==> config.mk <==
export PLATFORM = sky130hd
export DESIGN_NAME = clipped_span_byte_mask_writer_core
export DESIGN_NICKNAME = d
export VERILOG_FILES = /design/src/design/cspw_pkg.sv /design/src/design/cspw_ctrl.sv /design/src/design/cspw_datapath.sv /design/src/design/clipped_span_byte_mask_writer_core.sv
export SDC_FILE = /design/constraint.sdc
export NUM_CORES = 1
export LEC_CHECK = 0
export ABC_AREA = 1
export BUFFER_PORTS_ARGS = -buffer_cell sky130_fd_sc_hd__buf_2
export CAP_MARGIN = 20
export CORE_UTILIZATION = 45
export CTS_BUF_LIST = sky130_fd_sc_hd__clkbuf_4
export DETAILED_ROUTE_END_ITERATION = 12
export PLACE_DENSITY = 0.71
export RECOVER_POWER = 50
export SYNTH_ARGS = -nofsm -noshare
export SYNTH_HDL_FRONTEND = slang
export SYNTH_HIERARCHICAL = 1
export SYNTH_SLANG_ARGS = --single-unit
==> constraint.sdc <==
create_clock -name clk -period 6.3 [get_ports clk]
set_clock_uncertainty 0.15 [all_clocks]
set_input_delay 1.26 -clock clk [delete_from_list [all_inputs] [get_ports clk]]
set_output_delay 1.26 -clock clk [all_outputs]
set_load 0.01 [all_outputs]
==> src/design/cspw_pkg.sv <==
// Package for the clipped span byte mask writer.
// Holds the payload structs, the register indexes, the mask constants and the
// command and status structs that join the controller to the datapath.
package cspw_pkg;

	// Field widths fixed by the register and payload definitions.
	localparam int unsigned FW_W      = 10; // frame width register
	localparam int unsigned FH_W      = 9;  // frame height register
	localparam int unsigned STRIDE_W  = 7;  // row stride register
	localparam int unsigned MODE_W    = 2;  // drawing mode register
	localparam int unsigned CFG_IDX_W = 2;
	localparam int unsigned CFG_DATA_W = 10;
	localparam int unsigned COORD_W   = 12;
	localparam int unsigned OFFSET_W  = 14;
	localparam int unsigned MASK_W    = 8;
	// Byte column within a row: frame columns divided by eight.
	localparam int unsigned BCOL_W    = FW_W - 3;
	// Row number used for addressing once the row has passed the clip test.
	localparam int unsigned ROW_W     = 8;
	localparam int unsigned ROWBASE_W = ROW_W + STRIDE_W;

	// Register indexes on the configuration port.
	localparam logic [CFG_IDX_W-1:0] REG_FRAME_WIDTH  = 2'd0;
	localparam logic [CFG_IDX_W-1:0] REG_FRAME_HEIGHT = 2'd1;
	localparam logic [CFG_IDX_W-1:0] REG_ROW_STRIDE   = 2'd2;
	localparam logic [CFG_IDX_W-1:0] REG_DRAW_MODE    = 2'd3;

	// Reset values of the registers.
	localparam logic [FW_W-1:0]     RST_FRAME_WIDTH  = 10'd400;
	localparam logic [FH_W-1:0]     RST_FRAME_HEIGHT = 9'd240;
	localparam logic [STRIDE_W-1:0] RST_ROW_STRIDE   = 7'd50;
	localparam logic [MODE_W-1:0]   RST_DRAW_MODE    = 2'd0;

	localparam logic [MASK_W-1:0] FULL_MASK = 8'hFF;

	typedef struct packed {
		logic signed [COORD_W-1:0] start_column;
		logic signed [COORD_W-1:0] row_index;
		logic        [COORD_W-1:0] span_width;
	} in_item_t;

	typedef struct packed {
		logic [OFFSET_W-1:0] byte_offset;
		logic [MASK_W-1:0]   pixel_mask;
		logic [MODE_W-1:0]   mode_out;
		logic                last_write;
	} out_item_t;

	// Commands from the controller to the datapath.
	typedef struct packed {
		logic load; // capture the request
		logic clip; // register the clipped span
		logic emit; // load the next byte write into the output register
	} ctrl_cmd_t;

	// Status from the datapath to the controller.
	typedef struct packed {
		logic drop;     // the captured request leaves nothing visible
		logic at_last;  // the current byte is the final one of the span
		logic out_free; // the output register can take a write this cycle
	} ctrl_status_t;

endpackage

==> src/design/cspw_ctrl.sv <==
// Controller state machine of the clipped span byte mask writer.
// Sequences capture, clip and one byte write per cycle while the output register is free; uses cspw_pkg.
module cspw_ctrl (
	input  logic                  clk,
	input  logic                  arst_n,
	input  logic                  in_valid,
	output logic                  in_ready,
	input  cspw_pkg::ctrl_status_t status,
	output cspw_pkg::ctrl_cmd_t    cmd
);
	import cspw_pkg::*;

	localparam logic [1:0] ST_IDLE = 2'd0;
	localparam logic [1:0] ST_CLIP = 2'd1;
	localparam logic [1:0] ST_EMIT = 2'd2;

	logic [1:0] state_q;
	logic [1:0] state_d;

	always_comb begin
		state_d  = state_q;
		in_ready = 1'b0;
		cmd      = '0;
		case (state_q)
			ST_IDLE: begin
				in_ready = 1'b1;
				if (in_valid) begin
					cmd.load = 1'b1;
					state_d  = ST_CLIP;
				end
			end
			ST_CLIP: begin
				cmd.clip = 1'b1;
				state_d  = status.drop ? ST_IDLE : ST_EMIT;
			end
			ST_EMIT: begin
				if (status.out_free) begin
					cmd.emit = 1'b1;
					if (status.at_last) begin
						state_d = ST_IDLE;
					end
				end
			end
			default: begin
				state_d = ST_IDLE;
			end
		endcase
	end

	always_ff @(posedge clk or negedge arst_n) begin
		if (!arst_n) begin
			state_q <= ST_IDLE;
		end else begin
			state_q <= state_d;
		end
	end

endmodule

==> src/design/cspw_datapath.sv <==
// Datapath of the clipped span byte mask writer: registers, clip logic,
// byte column counter, mask generation and the output register; uses cspw_pkg.
module cspw_datapath #(
	parameter int unsigned MAX_WIDTH  = 512,
	parameter int unsigned MAX_HEIGHT = 256
) (
	input  logic                                clk,
	input  logic                                arst_n,
	input  logic                                cfg_wr_en,
	input  logic [cspw_pkg::CFG_IDX_W-1:0]      cfg_index,
	input  logic [cspw_pkg::CFG_DATA_W-1:0]     cfg_data,
	input  cspw_pkg::in_item_t                  in_data,
	input  cspw_pkg::ctrl_cmd_t                 cmd,
	output cspw_pkg::ctrl_status_t              status,
	output logic                                out_valid,
	input  logic                                out_ready,
	output cspw_pkg::out_item_t                 out_data
);
	import cspw_pkg::*;

	localparam logic [FW_W-1:0] MaxW = FW_W'(MAX_WIDTH);
	localparam logic [FH_W-1:0] MaxH = FH_W'(MAX_HEIGHT);
	localparam int unsigned SW = OFFSET_W; // signed working width of the clip

	// Configuration registers.
	logic [FW_W-1:0]     frame_width_q;
	logic [FH_W-1:0]     frame_height_q;
	logic [STRIDE_W-1:0] row_stride_q;
	logic [MODE_W-1:0]   draw_mode_q;

	always_ff @(posedge clk or negedge arst_n) begin
		if (!arst_n) begin
			frame_width_q  <= RST_FRAME_WIDTH;
			frame_height_q <= RST_FRAME_HEIGHT;
			row_stride_q   <= RST_ROW_STRIDE;
			draw_mode_q    <= RST_DRAW_MODE;
		end else if (cfg_wr_en) begin
			case (cfg_index)
				REG_FRAME_WIDTH:  frame_width_q  <= cfg_data[FW_W-1:0];
				REG_FRAME_HEIGHT: frame_height_q <= cfg_data[FH_W-1:0];
				REG_ROW_STRIDE:   row_stride_q   <= cfg_data[STRIDE_W-1:0];
				REG_DRAW_MODE:    draw_mode_q    <= cfg_data[MODE_W-1:0];
				default: begin
				end
			endcase
		end
	end

	// Captured request.
	logic signed [COORD_W-1:0] x_q;
	logic signed [COORD_W-1:0] y_q;
	logic        [COORD_W-1:0] w_q;

	always_ff @(posedge clk) begin
		if (cmd.load) begin
			x_q <= in_data.start_column;
			y_q <= in_data.row_index;
			w_q <= in_data.span_width;
		end
	end

	// Clip: the span runs over columns x0 .. e-1 of the clamped frame.
	logic [FW_W-1:0]          fw;
	logic [FH_W-1:0]          fh;
	logic [FW_W-1:0]          wc;
	logic signed [SW-1:0]     s_sum;
	logic signed [SW-1:0]     fw_s;
	logic signed [SW-1:0]     e_col;
	logic signed [SW-1:0]     x0;
	logic signed [SW-1:0]     em1;
	logic                     y_bad;
	logic [3:0]               rg_full;

	always_comb begin
		fw      = (frame_width_q > MaxW) ? MaxW : frame_width_q;
		fh      = (frame_height_q > MaxH) ? MaxH : frame_height_q;
		wc      = (w_q > {{(COORD_W-FW_W){1'b0}}, fw}) ? fw : w_q[FW_W-1:0];
		s_sum   = {{(SW-COORD_W){x_q[COORD_W-1]}}, x_q}
		          + $signed({{(SW-FW_W){1'b0}}, wc});
		fw_s    = $signed({{(SW-FW_W){1'b0}}, fw});
		e_col   = (s_sum > fw_s) ? fw_s : s_sum;
		x0      = x_q[COORD_W-1] ? '0 : {{(SW-COORD_W){1'b0}}, x_q};
		em1     = e_col - SW'(1);
		y_bad   = y_q[COORD_W-1]
		          | ($signed({y_q[COORD_W-1], y_q})
		             >= $signed({{(COORD_W+1-FH_W){1'b0}}, fh}));
		rg_full = 4'd8 - {1'b0, e_col[2:0]};
	end

	assign status.drop = y_bad | (e_col <= x0);

	// Clipped span, held while its byte writes go out.
	logic [BCOL_W-1:0]    col_q;
	logic [BCOL_W-1:0]    first_q;
	logic [BCOL_W-1:0]    lastb_q;
	logic [MASK_W-1:0]    lmask_q;
	logic [MASK_W-1:0]    rmask_q;
	logic [ROWBASE_W-1:0] row_base_q;

	always_ff @(posedge clk) begin
		if (cmd.clip) begin
			first_q    <= x0[FW_W-1:3];
			lastb_q    <= em1[FW_W-1:3];
			lmask_q    <= FULL_MASK >> x0[2:0];
			rmask_q    <= FULL_MASK << rg_full[2:0];
			row_base_q <= ROWBASE_W'(y_q[ROW_W-1:0]) * ROWBASE_W'(row_stride_q);
		end
	end

	// Byte column counter.
	always_ff @(posedge clk) begin
		if (cmd.clip) begin
			col_q <= x0[FW_W-1:3];
		end else if (cmd.emit) begin
			col_q <= col_q + BCOL_W'(1);
		end
	end

	logic                 is_first;
	logic                 is_last;
	logic [MASK_W-1:0]    mask_d;
	logic [ROWBASE_W-1:0] offset_sum;

	always_comb begin
		is_first   = (col_q == first_q);
		is_last    = (col_q == lastb_q);
		mask_d     = (is_first ? lmask_q : FULL_MASK) & (is_last ? rmask_q : FULL_MASK);
		offset_sum = row_base_q + {{(ROWBASE_W-BCOL_W){1'b0}}, col_q};
	end

	assign status.at_last = is_last;

	// Output register.
	logic      out_valid_q;
	out_item_t out_q;

	always_ff @(posedge clk or negedge arst_n) begin
		if (!arst_n) begin
			out_valid_q <= 1'b0;
		end else if (cmd.emit) begin
			out_valid_q <= 1'b1;
		end else if (out_ready) begin
			out_valid_q <= 1'b0;
		end
	end

	always_ff @(posedge clk) begin
		if (cmd.emit) begin
			out_q.byte_offset <= offset_sum[OFFSET_W-1:0];
			out_q.pixel_mask  <= mask_d;
			out_q.mode_out    <= draw_mode_q;
			out_q.last_write  <= is_last;
		end
	end

	assign status.out_free = ~out_valid_q | out_ready;
	assign out_valid       = out_valid_q;
	assign out_data        = out_q;

endmodule

==> src/design/clipped_span_byte_mask_writer_core.sv <==
// Top level of the clipped span byte mask writer.
// Joins cspw_ctrl and cspw_datapath; types and constants come from cspw_pkg.
//
//  Channel  Signals                           Dir  Content
//  -------  --------------------------------  ---  -------------------------------
//  in       in_valid, in_ready, in_data       in   start column, row, span width
//  out      out_valid, out_ready, out_data    out  byte offset, mask, mode, last flag
//  cfg      cfg_wr_en, cfg_index, cfg_data    in   frame width, height, stride, mode
//
// A request is taken in the idle state, clipped in the following cycle, and then
// gives one byte write per cycle from the byte column counter, one for each byte
// the span touches (at most 64 with the default MAX_WIDTH); a dropped span gives
// none. Back-pressure on the output holds the counter, and a new request is
// taken as soon as the last write sits in the output register, even before that
// transfer completes. Reset clears the state machine and the output valid flag and
// loads the register defaults (400 columns, 240 rows, stride 50, mode 0).
module clipped_span_byte_mask_writer_core #(
	parameter int unsigned MAX_WIDTH  = 512,
	parameter int unsigned MAX_HEIGHT = 256
) (
	input  logic                            clk,
	input  logic                            arst_n,
	input  logic                            cfg_wr_en,
	input  logic [cspw_pkg::CFG_IDX_W-1:0]  cfg_index,
	input  logic [cspw_pkg::CFG_DATA_W-1:0] cfg_data,
	input  logic                            in_valid,
	output logic                            in_ready,
	input  cspw_pkg::in_item_t              in_data,
	output logic                            out_valid,
	input  logic                            out_ready,
	output cspw_pkg::out_item_t             out_data
);
	import cspw_pkg::*;

	// The controller only sees what it needs to sequence a span: whether the
	// request survived clipping, whether the current byte closes the span, and
	// whether the output register can take another write.
	ctrl_cmd_t    cmd;
	ctrl_status_t status;

	cspw_ctrl u_ctrl (
		.clk      (clk),
		.arst_n   (arst_n),
		.in_valid (in_valid),
		.in_ready (in_ready),
		.status   (status),
		.cmd      (cmd)
	);

	// The datapath holds the registers, the clip arithmetic, the row base
	// multiply, the mask generation and the output register that parts the
	// byte write sequence from the consumer.
	cspw_datapath #(
		.MAX_WIDTH  (MAX_WIDTH),
		.MAX_HEIGHT (MAX_HEIGHT)
	) u_datapath (
		.clk       (clk),
		.arst_n    (arst_n),
		.cfg_wr_en (cfg_wr_en),
		.cfg_index (cfg_index),
		.cfg_data  (cfg_data),
		.in_data   (in_data),
		.cmd       (cmd),
		.status    (status),
		.out_valid (out_valid),
		.out_ready (out_ready),
		.out_data  (out_data)
	);

endmodule

-- Word-level counts from Yosys, hierarchy flattened
Cells that the tools add are included.
- $add $sub $neg: 5
- multiply operators: 1
- divide/modulo/power cells: 0
- magnitude comparators: 6
- equal/unequal tests: 10
- shift operators: 2
- mux-type cells: 22
- bitwise gates (word level): 5
- reduce and logical (&&, ||, !) cells: 9
- operators with widths (operator ; count):
    2-to-1 mux 10 bit ; 2
    2-to-1 mux 8 bit ; 2
    adder 14 x 7 -> 14 bit ; 1
    == test 7 bit ; 2
    greater-than comparator 14 x 11 -> 1 bit ; 1
    <= comparator 14 x 12 -> 1 bit ; 1
    multiplier 8 x 7 -> 14 bit ; 1
    2-to-1 mux 14 bit ; 1
    2-to-1 mux 7 bit ; 2
    adder 12 x 11 -> 13 bit ; 1
    >= comparator 12 x 10 -> 1 bit ; 1
    greater-than comparator 12 x 10 -> 1 bit ; 1
    2-to-1 mux 11 bit ; 1
    greater-than comparator 10 bit, second input constant ; 1
    subtractor 10 x 2 -> 10 bit, second input constant ; 1
    greater-than comparator 9 bit, second input constant ; 1
    2-to-1 mux 9 bit ; 1
    AND 8 bit ; 1
    2-to-1 mux 1 bit ; 8
    2-to-1 mux 2 bit ; 4
    AND reduction 2 bit ; 4
    left shift 8 x 3 -> 8 bit, first input constant ; 1
    right shift 8 x 3 -> 8 bit, first input constant ; 1
    adder 7 x 1 -> 7 bit, second input constant ; 1
    11 further kinds ; 19
- register bits after elaboration: 143
- latch bits: 0
- RAM bits: 0
- memory bits (read-only): 0
- input bits: 53
- output and inout bits: 27
- word-level logic and storage cells: 79
- memories kept: 0

-- Logic depth before layout (Yosys ltp)
Gate-level depths: netlist of the first run.
- depth after elaboration: 11
- mapped depth: 54

-- Hierarchy
The synthesis of the first run kept the hierarchy.
- by module, submodules not included (module ; times used ; cells each ; area each (um2) ; sequential area each (um2)):
    cspw_datapath ; 1 ; 968 ; 9148.8 ; 4041.4
    cspw_ctrl ; 1 ; 14 ; 107.6 ; 50.0

-- Worst setup path before layout of the first run
OpenSTA, ideal clock, no wires.
- kind: reg2reg
- start: register u_datapath.frame_width_q[2]
- end: register u_ctrl.state_q[1]
- library setup time: 0.065 ns
- arrival: 5.966 ns
- data required time: 6.085 ns
- setup slack: 0.119 ns
- cell stages (with the launch flop): 51
- path buffers: 1
- period minus slack after synthesis: 6.181 ns
- cells stage by stage: dfrtp_1 -> nor4_1 -> nand3_1 -> nand2_1 -> inv_1 -> nor2_1 -> inv_1 -> ha_1 -> nand2_1 -> o21a_1 -> o21ai_0 -> nand3_1 -> a21oi_1 -> nor3_1 -> clkbuf_1 -> nand2_1 -> o21ai_0 -> ha_1 -> [15 not listed] -> nand2_4 -> inv_1 -> nand2_1 -> nand2_4 -> inv_2 -> ha_1 -> nand4_1 -> inv_1 -> o21ai_0 -> o211ai_1 -> nand2_1 -> a21oi_1 -> nor2_1 -> a31oi_1 -> nand4_1 -> inv_1 -> nand3_1 -> nand2_1
- RTL lines (what ; line ; source):
    start: declaration ; cspw_datapath.sv:26 ; logic [FW_W-1:0] frame_width_q;
    start signal: assignment ; cspw_datapath.sv:39 ; REG_FRAME_WIDTH: frame_width_q <= cfg_data[FW_W-1:0];
    end signal: assignment ; cspw_ctrl.sv:54 ; state_q <= state_d;
    end: declaration ; cspw_ctrl.sv:17 ; logic [1:0] state_q;

==> impl_metrics.yaml, run 1 <==
status:
  status: "finished with violations"
  violations: "capacitance limit, slew limit, setup timing"
global_routing:
  grt_pass1_wl_mm: 32.4
  antenna_found_initial: 1
  track_usage: 0.194
  overflow: 0
  grt_pass1_vias: 6857
  grt_max_degree: 53
timing:
  whs_ns: 0.367
  setup_slack_ns: -0.190
  fin_crit_sh: 1.03
  drv_slew: 122
  rsz0062_at_grt: "true"
  hold_violations: 0
  post-route-min-period_ns: 6.49
  slew_headroom: -0.669
  finalSetupViolations: 1
  tightest_slew_ns: 2.50
  fmax_mhz: 154
finish:
  drive_gt1_frac: 0.262
  nets: 1328
  multi_input_area_sq_mm: 0.00484
  layout.cells.non_filler: 1437
  final_area_sq_mm: 0.0114
  fill_cells: 1738
  area.sequential_sq_mm: 0.00409
  final_common_cell: "nand2_1"
  area_growth_pct: 22.7
  postLayoutCoreUtil: 0.563
  layout_common_cells: "216 x nand2_1, 158 x inv_1, 110 x edfxtp_1"
routing:
  drtIter0Drc: 424
  drt-wirelength-per-cell_um: 13.7
  first_pass_iters: 5
  postRouteAntennaNets: 0
  drc: 0
  totalWireLength_mm: 19.7
  via_count: 6991
  viasPerCell: 4.86
power_and_ir_drop:
  p_sw_w: 0.00145
  peakVddDrop_uv: 126
  sw_frac_of_total: 0.381
  power.density_mw_per_mm2: 334
  seqPwrFrac: 0.355
  intPower_w: 0.00235
  combinationalPowerShare: 0.466
  clockPowerShare: 0.179
  p_leak_nw: 5.50
clock_tree:
  cts_root_buffer: "clkbuf_4"
  cts_buffers: 17
  cts_num_sinks: 141
  hold_buffers: 0
  h-tree-depth: 4
  worstSkewPairLatency_ns: 0.56
  tritoncts: "done"
  clock_path_buffers: 2
  clk_pin_slew_ns: 0.15
logic_synthesis:
  async_flop_share: 0.220
  synthCells: 982
  ys_seq_area_frac: 0.442
  ys_ff_latch: 141
  synth.net_count: 1157
  synth_largest_area_cell: "edfxtp_1"
  netlist.area_leader.share: 0.357
  yosys-top-cells-area: "edfxtp_1 36%, ha_1 12%, nand2_1 9.7%, inv_1 6.7%, fa_1 6.5%"
  synth_ff_type: "edfxtp_1"
  yosysUniqueCellTypes: 41
  syn_area_sq_mm: 0.00926
  avgSynthCellArea_sq_um: 9.43
  synth_edf_count: 110
  ys_warn_count: 6
placed_design:
  hpwlAfterDp_mm: 14.8
  dp.cells: 1378
  dpl_cell_area_sq_mm: 0.0104
  port_buffers: 79
  gp_congestion: 0.876
setup_path:
  path_class: "reg2reg"
  crit_path_max_incr_delay_ns: 0.43
  cpMostUsedCell: "nand2_1"
  path_buf_inv: 4
  cp_max_fo: 6
  arrival_ns: 6.79
  slowest_stage: "dfrtp_1"
  cp-end-kind: "flip-flop"
  cp-start-kind: "flip-flop"
  crit_required_ns: 6.60
  crit_family: "simple AND/OR/NAND/NOR gates"
floorplan:
  die_h_um: 145
  dieArea_sq_mm: 0.0211
  start_util: 0.459
  dieWidth_um: 145
  rows: 52
  core_sq_mm: 0.0202
  ioPinCount: 80
hold_path:
  hp-class: "reg2reg"
flow_run:
  cap_violations: 3
## worst min-delay path: cells and delay by family (launching register included)
kind            cells  cell delay (ns)
flops               1             0.40
compound gates      1             0.07
simple gates        1             0.05
## per-layer routing
metal | up-vias | share of wire | global-route usage
met5 | - | 0 | 0
met4 | 0 | 0.020 | 0.0779
met3 | 26 | 0.038 | 0.0288
met2 | 183 | 0.48 | 0.320
met1 | 3229 | 0.46 | 0.256
li1 | 3553 | - | -
## power by group through the flow
stage	clock (W)	combinational (W)	sequential, W
2_1_floorplan	0	0.00113	0.00132
4_1_cts	0.000699	0.00166	0.00134
3_3_place_gp	0	0.00150	0.00136
5_1_grt	0.000734	0.00201	0.00136
3_5_place_dp	0	0.00154	0.00136
6_report	0.000678	0.00177	0.00135
## layout make-up
class / instances / area share
Sequential cell: 141 / 0.360
Clock buffer: 17 / 0.0112
Clock inverter: 15 / 0.0186
Multi-Input combinational cell: 653 / 0.426
Antenna cell: 1 / 0.000220
Timing Repair Buffer: 169 / 0.0964
Inverter: 171 / 0.0578
Tap cell: 270 / 0.0297
## cell usage after synthesis, types with 10 or more instances
master    instances
nand2_1         240
inv_1           166
edfxtp_1        110
ha_1             92
o21ai_0          56
a21oi_1          41
xor2_1           39
nand3_1          33
nor2_1           32
fa_1             30
dfrtp_1          21
clkbuf_1         16
xnor2_1          14
dfstp_2          10
## flip-flops by register name (all words and copies together), names as in the netlist, 9 cells and up
signal and cells:
u_datapath/frame_height_q 9, u_datapath/frame_width_q 10, u_datapath/out_data 25, u_datapath/row_base_q 14
u_datapath/w_q 12, u_datapath/x_q 12, u_datapath/y_q 12
## what timing repair did
item	4_1_cts	5_1_grt
buffers inserted	21	7
endpoints found under the hold margin	0	0
resized for setup	43	58
gates cloned	1	0
endpoints found under the setup margin	1	15
pin swaps	27	40
## through the flow
stage / TNS [ns] / setup slack (ns) / power (W)
after floorplan: 0 / 0.119 / 0.00245
after global placement: -0.153 / -0.153 / 0.00286
after detailed placement: -0.457 / -0.457 / 0.00290
after CTS: -0.146 / -0.146 / 0.00370
after global routing: -1.68 / -0.708 / 0.00411
final: -0.190 / -0.190 / 0.00379
## cell families after synthesis
logic type               share of synthesized area
AO/OA/AOI/OAI                               0.0727
XOR/XNOR                                    0.0501
adder cells (fa/ha/maj)                      0.189
buffers and inverters                       0.0788
flip-flops                                   0.442
AND/OR/NAND/NOR                              0.167
## path summary, 6_finish.rpt
| path | startpoint | endpoint | slack (ns) | depth (start not counted) |
|---|---|---|---|---|
| setup / recovery | u_datapath/frame_width_q[3] | u_ctrl/state_q[1] | -0.19 | 45 |
| hold / removal | u_datapath/frame_height_q[5] | u_datapath/frame_height_q[5] | 0.37 | 2 |
| setup reg to reg | u_datapath/frame_width_q[3] | u_ctrl/state_q[1] | -0.19 | 45 |
| hold reg to reg | u_datapath/frame_height_q[5] | u_datapath/frame_height_q[5] | 0.37 | 2 |
| max in group asynchronous | arst_n | u_datapath/row_stride_q[0] | 3.91 | 1 |
| min in group asynchronous | arst_n | u_datapath/frame_width_q[0] | 1.02 | 1 |
Power figures use the tool's default switching activity.
==> run 2: changes to the inputs <==
CORE_ASPECT_RATIO = 1.4   (was default)
REMOVE_ABC_BUFFERS = 1   (was default)
==> run 2 against run 1 <==
Compared with the run above:
- the run still ends with capacitance limit, slew limit, setup timing left
- sequential power is essentially flat
- clock power shrank 6.0%
- sequential share of layout area shrank 0.27 points
- largest cell class unchanged
- highest routed layer unchanged
==> impl_metrics.yaml, run 2 (same netlist as run 1, synthesis figures left out) <==
power_and_ir_drop:
  power.total_w: 0.00381
  intPower_w: 0.00233
  p_leak_nw: 5.52
  power.density_mw_per_mm2: 333
  clockPowerShare: 0.167
  seqPwrFrac: 0.353
  peakVddDrop_uv: 237
  sw_frac_of_total: 0.388
  p_sw_w: 0.00148
  combinationalPowerShare: 0.480
timing:
  fin_crit_sh: 1.06
  whs_ns: 0.358
  tightest_slew_ns: 2.42
  drv_slew: 121
  slew_headroom: -0.611
  finalSetupViolations: 1
  fmax_mhz: 150
  setup_tns_ns: -0.363
  rsz0062_at_grt: "true"
  setup_slack_ns: -0.363
  post-route-min-period_ns: 6.66
  hold_violations: 0
setup_path:
  path_class: "reg2reg"
  startpoint: "u_datapath/frame_width_q[5]"
  arrival_ns: 7.03
  r2r-end: "u_ctrl/state_q[1]"
  rrSetupSlack_ns: -0.36
  r2r_cells: 48
  slowest_stage: "dfrtp_1"
  crit_end: "u_ctrl/state_q[1]"
  cp-start-kind: "flip-flop"
  r2r_start: "u_datapath/frame_width_q[5]"
  cpMostUsedCell: "nand2_1"
  crit_required_ns: 6.67
  cp-end-kind: "flip-flop"
  cp_max_fo: 7
  crit_path_max_incr_delay_ns: 0.42
floorplan:
  core_sq_mm: 0.0200
  ioPinCount: 80
  dieArea_sq_mm: 0.0212
  start_util: 0.463
  die_h_um: 172
  dieWidth_um: 123
  rows: 61
hold_path:
  hold_depth: 2
  hp-class: "reg2reg"
global_routing:
  track_usage: 0.200
  met1_usage: 0.224
  grt_pass1_vias: 7165
  grt_max_degree: 52
  grtUsageMet2: 0.364
  overflow: 0
  antenna_found_initial: 2
  grt.busiest_layer: "met2"
  grt_util_met3: 0.0365
  grt_pass1_wl_mm: 32.4
clock_tree:
  worstSkewPairLatency_ns: 0.58
  clk_pin_slew_ns: 0.14
  cts_root_buffer: "clkbuf_4"
  clock_path_buffers: 2
  h-tree-depth: 4
  hold_buffers: 0
  tritoncts: "done"
  cts_buffers: 17
  cts_num_sinks: 141
finish:
  layout.cells.non_filler: 1414
  largest_reg_flops: 25
  final_area_sq_mm: 0.0114
  nets: 1323
  final_common_cell: "nand2_1"
  area_growth_pct: 23.7
  drive_gt1_frac: 0.276
  layout_common_cells: "212 x nand2_1, 158 x inv_1, 110 x edfxtp_1"
placed_design:
  dpl_cell_area_sq_mm: 0.0104
  gp_congestion: 0.852
  hpwlAfterDp_mm: 15.0
  port_buffers: 79
  dp.cells: 1356
routing:
  drtIter0Drc: 351
  via_count: 7240
  postRouteAntennaNets: 0
  first_pass_iters: 5
  drc: 0
  totalWireLength_mm: 20.7
  drt-wirelength-per-cell_um: 14.6
  viasPerCell: 5.12
flow_run:
  cap_violations: 3
status:
  status: "finished with violations"
  violations: "capacitance limit, slew limit, setup timing"
run 2: power by group through the flow:
stage,logic [W],clock network (W),registers (W)
2_1_floorplan,0.00111,0,0.00133
3_3_place_gp,0.00149,0,0.00135
3_5_place_dp,0.00154,0,0.00136
4_1_cts,0.00167,0.000656,0.00134
5_1_grt,0.00206,0.000692,0.00136
6_report,0.00183,0.000637,0.00134
run 2: worst max-delay path, delay by kind of cell (launching register included):
family | cells | cell delay (ns)
fa+ha+maj | 4 | 1.16
flops | 1 | 0.42
simple gates | 26 | 2.56
compound gates | 11 | 1.50
xor+xnor | 1 | 0.17
buf+inv | 6 | 0.61
run 2: final cells by class:
class	count	area [sq um]
Antenna cell	1	2.50
Fill cell	1674	8550
Multi-Input combinational cell	652	5010
Sequential cell	141	4090
Tap cell	252	315
Inverter	171	658
Timing Repair Buffer	165	1060
Clock buffer	17	128
Clock inverter	15	181
run 2: how the worst min path moves through the flow:
stage                                       from                           end  slack, ns
finish              u_datapath/frame_height_q[5]  u_datapath/frame_height_q[5]       0.36
global route               u_datapath/rmask_q[0]        u_datapath/out_data[3]       0.39
CTS                 u_datapath/frame_height_q[5]  u_datapath/frame_height_q[5]       0.36
detailed placement  u_datapath/frame_height_q[8]  u_datapath/frame_height_q[8]       0.34
global placement    u_datapath/frame_height_q[8]  u_datapath/frame_height_q[8]       0.32
floorplan              u_datapath/draw_mode_q[0]        u_datapath/out_data[1]       0.28
run 2: per-stage QoR:
stage | util | setup slack (ns)
2_1_floorplan | - | -0.554
3_3_place_gp | 0.518 | -0.182
3_5_place_dp | 0.518 | -0.446
4_1_cts | 0.551 | -0.268
5_1_grt | 0.573 | -0.623
6_report | 0.573 | -0.363
run 2: metal layers:
layer,up-vias,part of all wire
met5,-,0
met4,0,0.036
met3,55,0.042
met2,200,0.52
met1,3455,0.40
li1,3530,-
run 2: timing repair:
action	CTS	global route
setup buffers	20	9
cloned	0	0
endpoints found under the setup margin	8	15
gates resized for setup	47	87
pin swaps	38	57
==> run 3: changes to the inputs <==
PLACE_DENSITY = 0.65   (was 0.71)
SLEW_MARGIN = 20   (was default)
==> run 3 against run 2 <==
Compared with the run above:
- the run still ends with capacitance limit, slew limit, setup timing left
- sequential power is essentially flat
- worst hold slack got worse by 0.0080 ns
- core utilization shrank 2.2 points
- first-iteration DRC count decreased by 16%
- clock power is 6.4% lower
==> impl_metrics.yaml, run 3 (same netlist as run 1, synthesis figures left out) <==
timing:
  tightest_slew_ns: 2.44
  finalSetupViolations: 1
  rsz0062_at_grt: "true"
  post-route-min-period_ns: 6.69
  hold_violations: 0
  fin_crit_sh: 1.06
  drv_slew: 85
  setup_slack_ns: -0.394
  slew_headroom: -0.629
  fmax_mhz: 149
floorplan:
  dieArea_sq_mm: 0.0212
  die_h_um: 172
  dieWidth_um: 123
  start_util: 0.463
  rows: 61
  core_sq_mm: 0.0200
  ioPinCount: 80
flow_run:
  cap_violations: 2
power_and_ir_drop:
  p_leak_nw: 5.35
  power.total_w: 0.00359
  power.density_mw_per_mm2: 326
  peakVddDrop_uv: 128
global_routing:
  overflow: 0
  grt_max_degree: 53
  antenna_found_initial: 1
  grt_pass1_vias: 6936
  grt_pass1_wl_mm: 32.0
  track_usage: 0.198
setup_path:
  path_class: "reg2reg"
  crit_path_max_incr_delay_ns: 0.56
  cp_max_fo: 7
  arrival_ns: 7.01
  slowest_stage: "dfstp_2"
  cp-start-kind: "flip-flop"
  crit_required_ns: 6.62
  cpMostUsedCell: "nand2_1"
  cp-end-kind: "flip-flop"
routing:
  drt-wirelength-per-cell_um: 13.6
  drc: 0
  via_count: 6827
  totalWireLength_mm: 19.2
  postRouteAntennaNets: 0
  drtIter0Drc: 296
  first_pass_iters: 5
  viasPerCell: 4.86
status:
  status: "finished with violations"
  violations: "capacitance limit, slew limit, setup timing"
finish:
  fill_cells: 1827
  nets: 1315
  layout_common_cells: "231 x nand2_1, 161 x inv_1, 110 x edfxtp_1"
  drive_gt1_frac: 0.235
  postLayoutCoreUtil: 0.551
  final_common_cell: "nand2_1"
  largest_reg_flops: 25
  area_growth_pct: 19.0
clock_tree:
  h-tree-depth: 4
  tritoncts: "done"
  clock_path_buffers: 2
  cts_num_sinks: 141
  cts_buffers: 17
  clk_pin_slew_ns: 0.15
  cts_root_buffer: "clkbuf_4"
  worstSkewPairLatency_ns: 0.57
placed_design:
  hpwlAfterDp_mm: 15.1
  gp_congestion: 0.903
  port_buffers: 79
  dp_slack_ns: -0.461
hold_path:
  hp-class: "reg2reg"
-- run 3: cell types whose count changed in the layout (fill, tap and decap cells not counted), moves of 4 or more --
cell,before,now
o21ai_0,44,48
o21ai_2,8,4
nand2_1,212,231
ha_1,74,81
buf_4,79,73
ha_4,17,10
nand2_4,18,8
nand2_2,24,16
-- run 3: final timing paths --
kind / from / endpoint / slack, ns / depth (start not counted)
max in group asynchronous: arst_n / u_datapath/out_valid / 4.06 / 1
min in group asynchronous: arst_n / u_datapath/frame_height_q[0] / 0.95 / 1
min: u_datapath/frame_height_q[8] / u_datapath/frame_height_q[8] / 0.35 / 2
max reg2reg: u_datapath/frame_width_q[7] / u_ctrl/state_q[1] / -0.39 / 51
min reg2reg: u_datapath/frame_height_q[8] / u_datapath/frame_height_q[8] / 0.35 / 2
max: u_datapath/frame_width_q[7] / u_ctrl/state_q[1] / -0.39 / 51
-- run 3: layer usage --
metal	global-route usage	wire length, um
met5	0	0
met4	0.0796	529
met3	0.0361	633
met2	0.350	9830
met1	0.235	8170
-- run 3: per-stage QoR --
stage	instances	cell area [sq um]	TNS (ns)	hold slack [ns]
2_1_floorplan	964	9170	-0.554	0.275
3_3_place_gp	1368	10500	-0.245	0.319
3_5_place_dp	1368	10500	-0.461	0.324
4_1_cts	1402	10800	-0.295	0.357
5_1_grt	1406	11000	-1.07	0.387
6_report	1406	11000	-0.394	0.350
-- run 3: layout make-up --
class                      count  area, sq um  area share
clock inverter                15          165      0.0150
timing repair buffer         157          983      0.0893
inverter                     171          644      0.0585
antenna                        1         2.50    0.000227
clock buffer                  17          128      0.0116
multi-input combinational    652         4690       0.425
sequential                   141         4090       0.371
tap                          252          315      0.0286
-- run 3: what timing repair did --
action                                  CTS  global route
endpoints found under the setup margin    2            14
pin swaps                                 5            20
hold buffers                              0             0
gates cloned                              0             1
gates resized for setup                  11            47
setup buffers                             2             2
-- run 3: power by group --
group	internal, W	switching (W)
Combinational	0.000740	0.000914
Sequential	0.00123	0.000111
Clock	0.000217	0.000379
Total	0.00219	0.00140
-- run 3: worst max-delay path, delay by kind of cell (launching register included) --
kind            cells  cell delay (ns)
compound gates     14             1.96
xor+xnor            1             0.22
fa+ha+maj           4             0.99
buf+inv             9             0.98
flops               1             0.56
simple gates       23             1.74
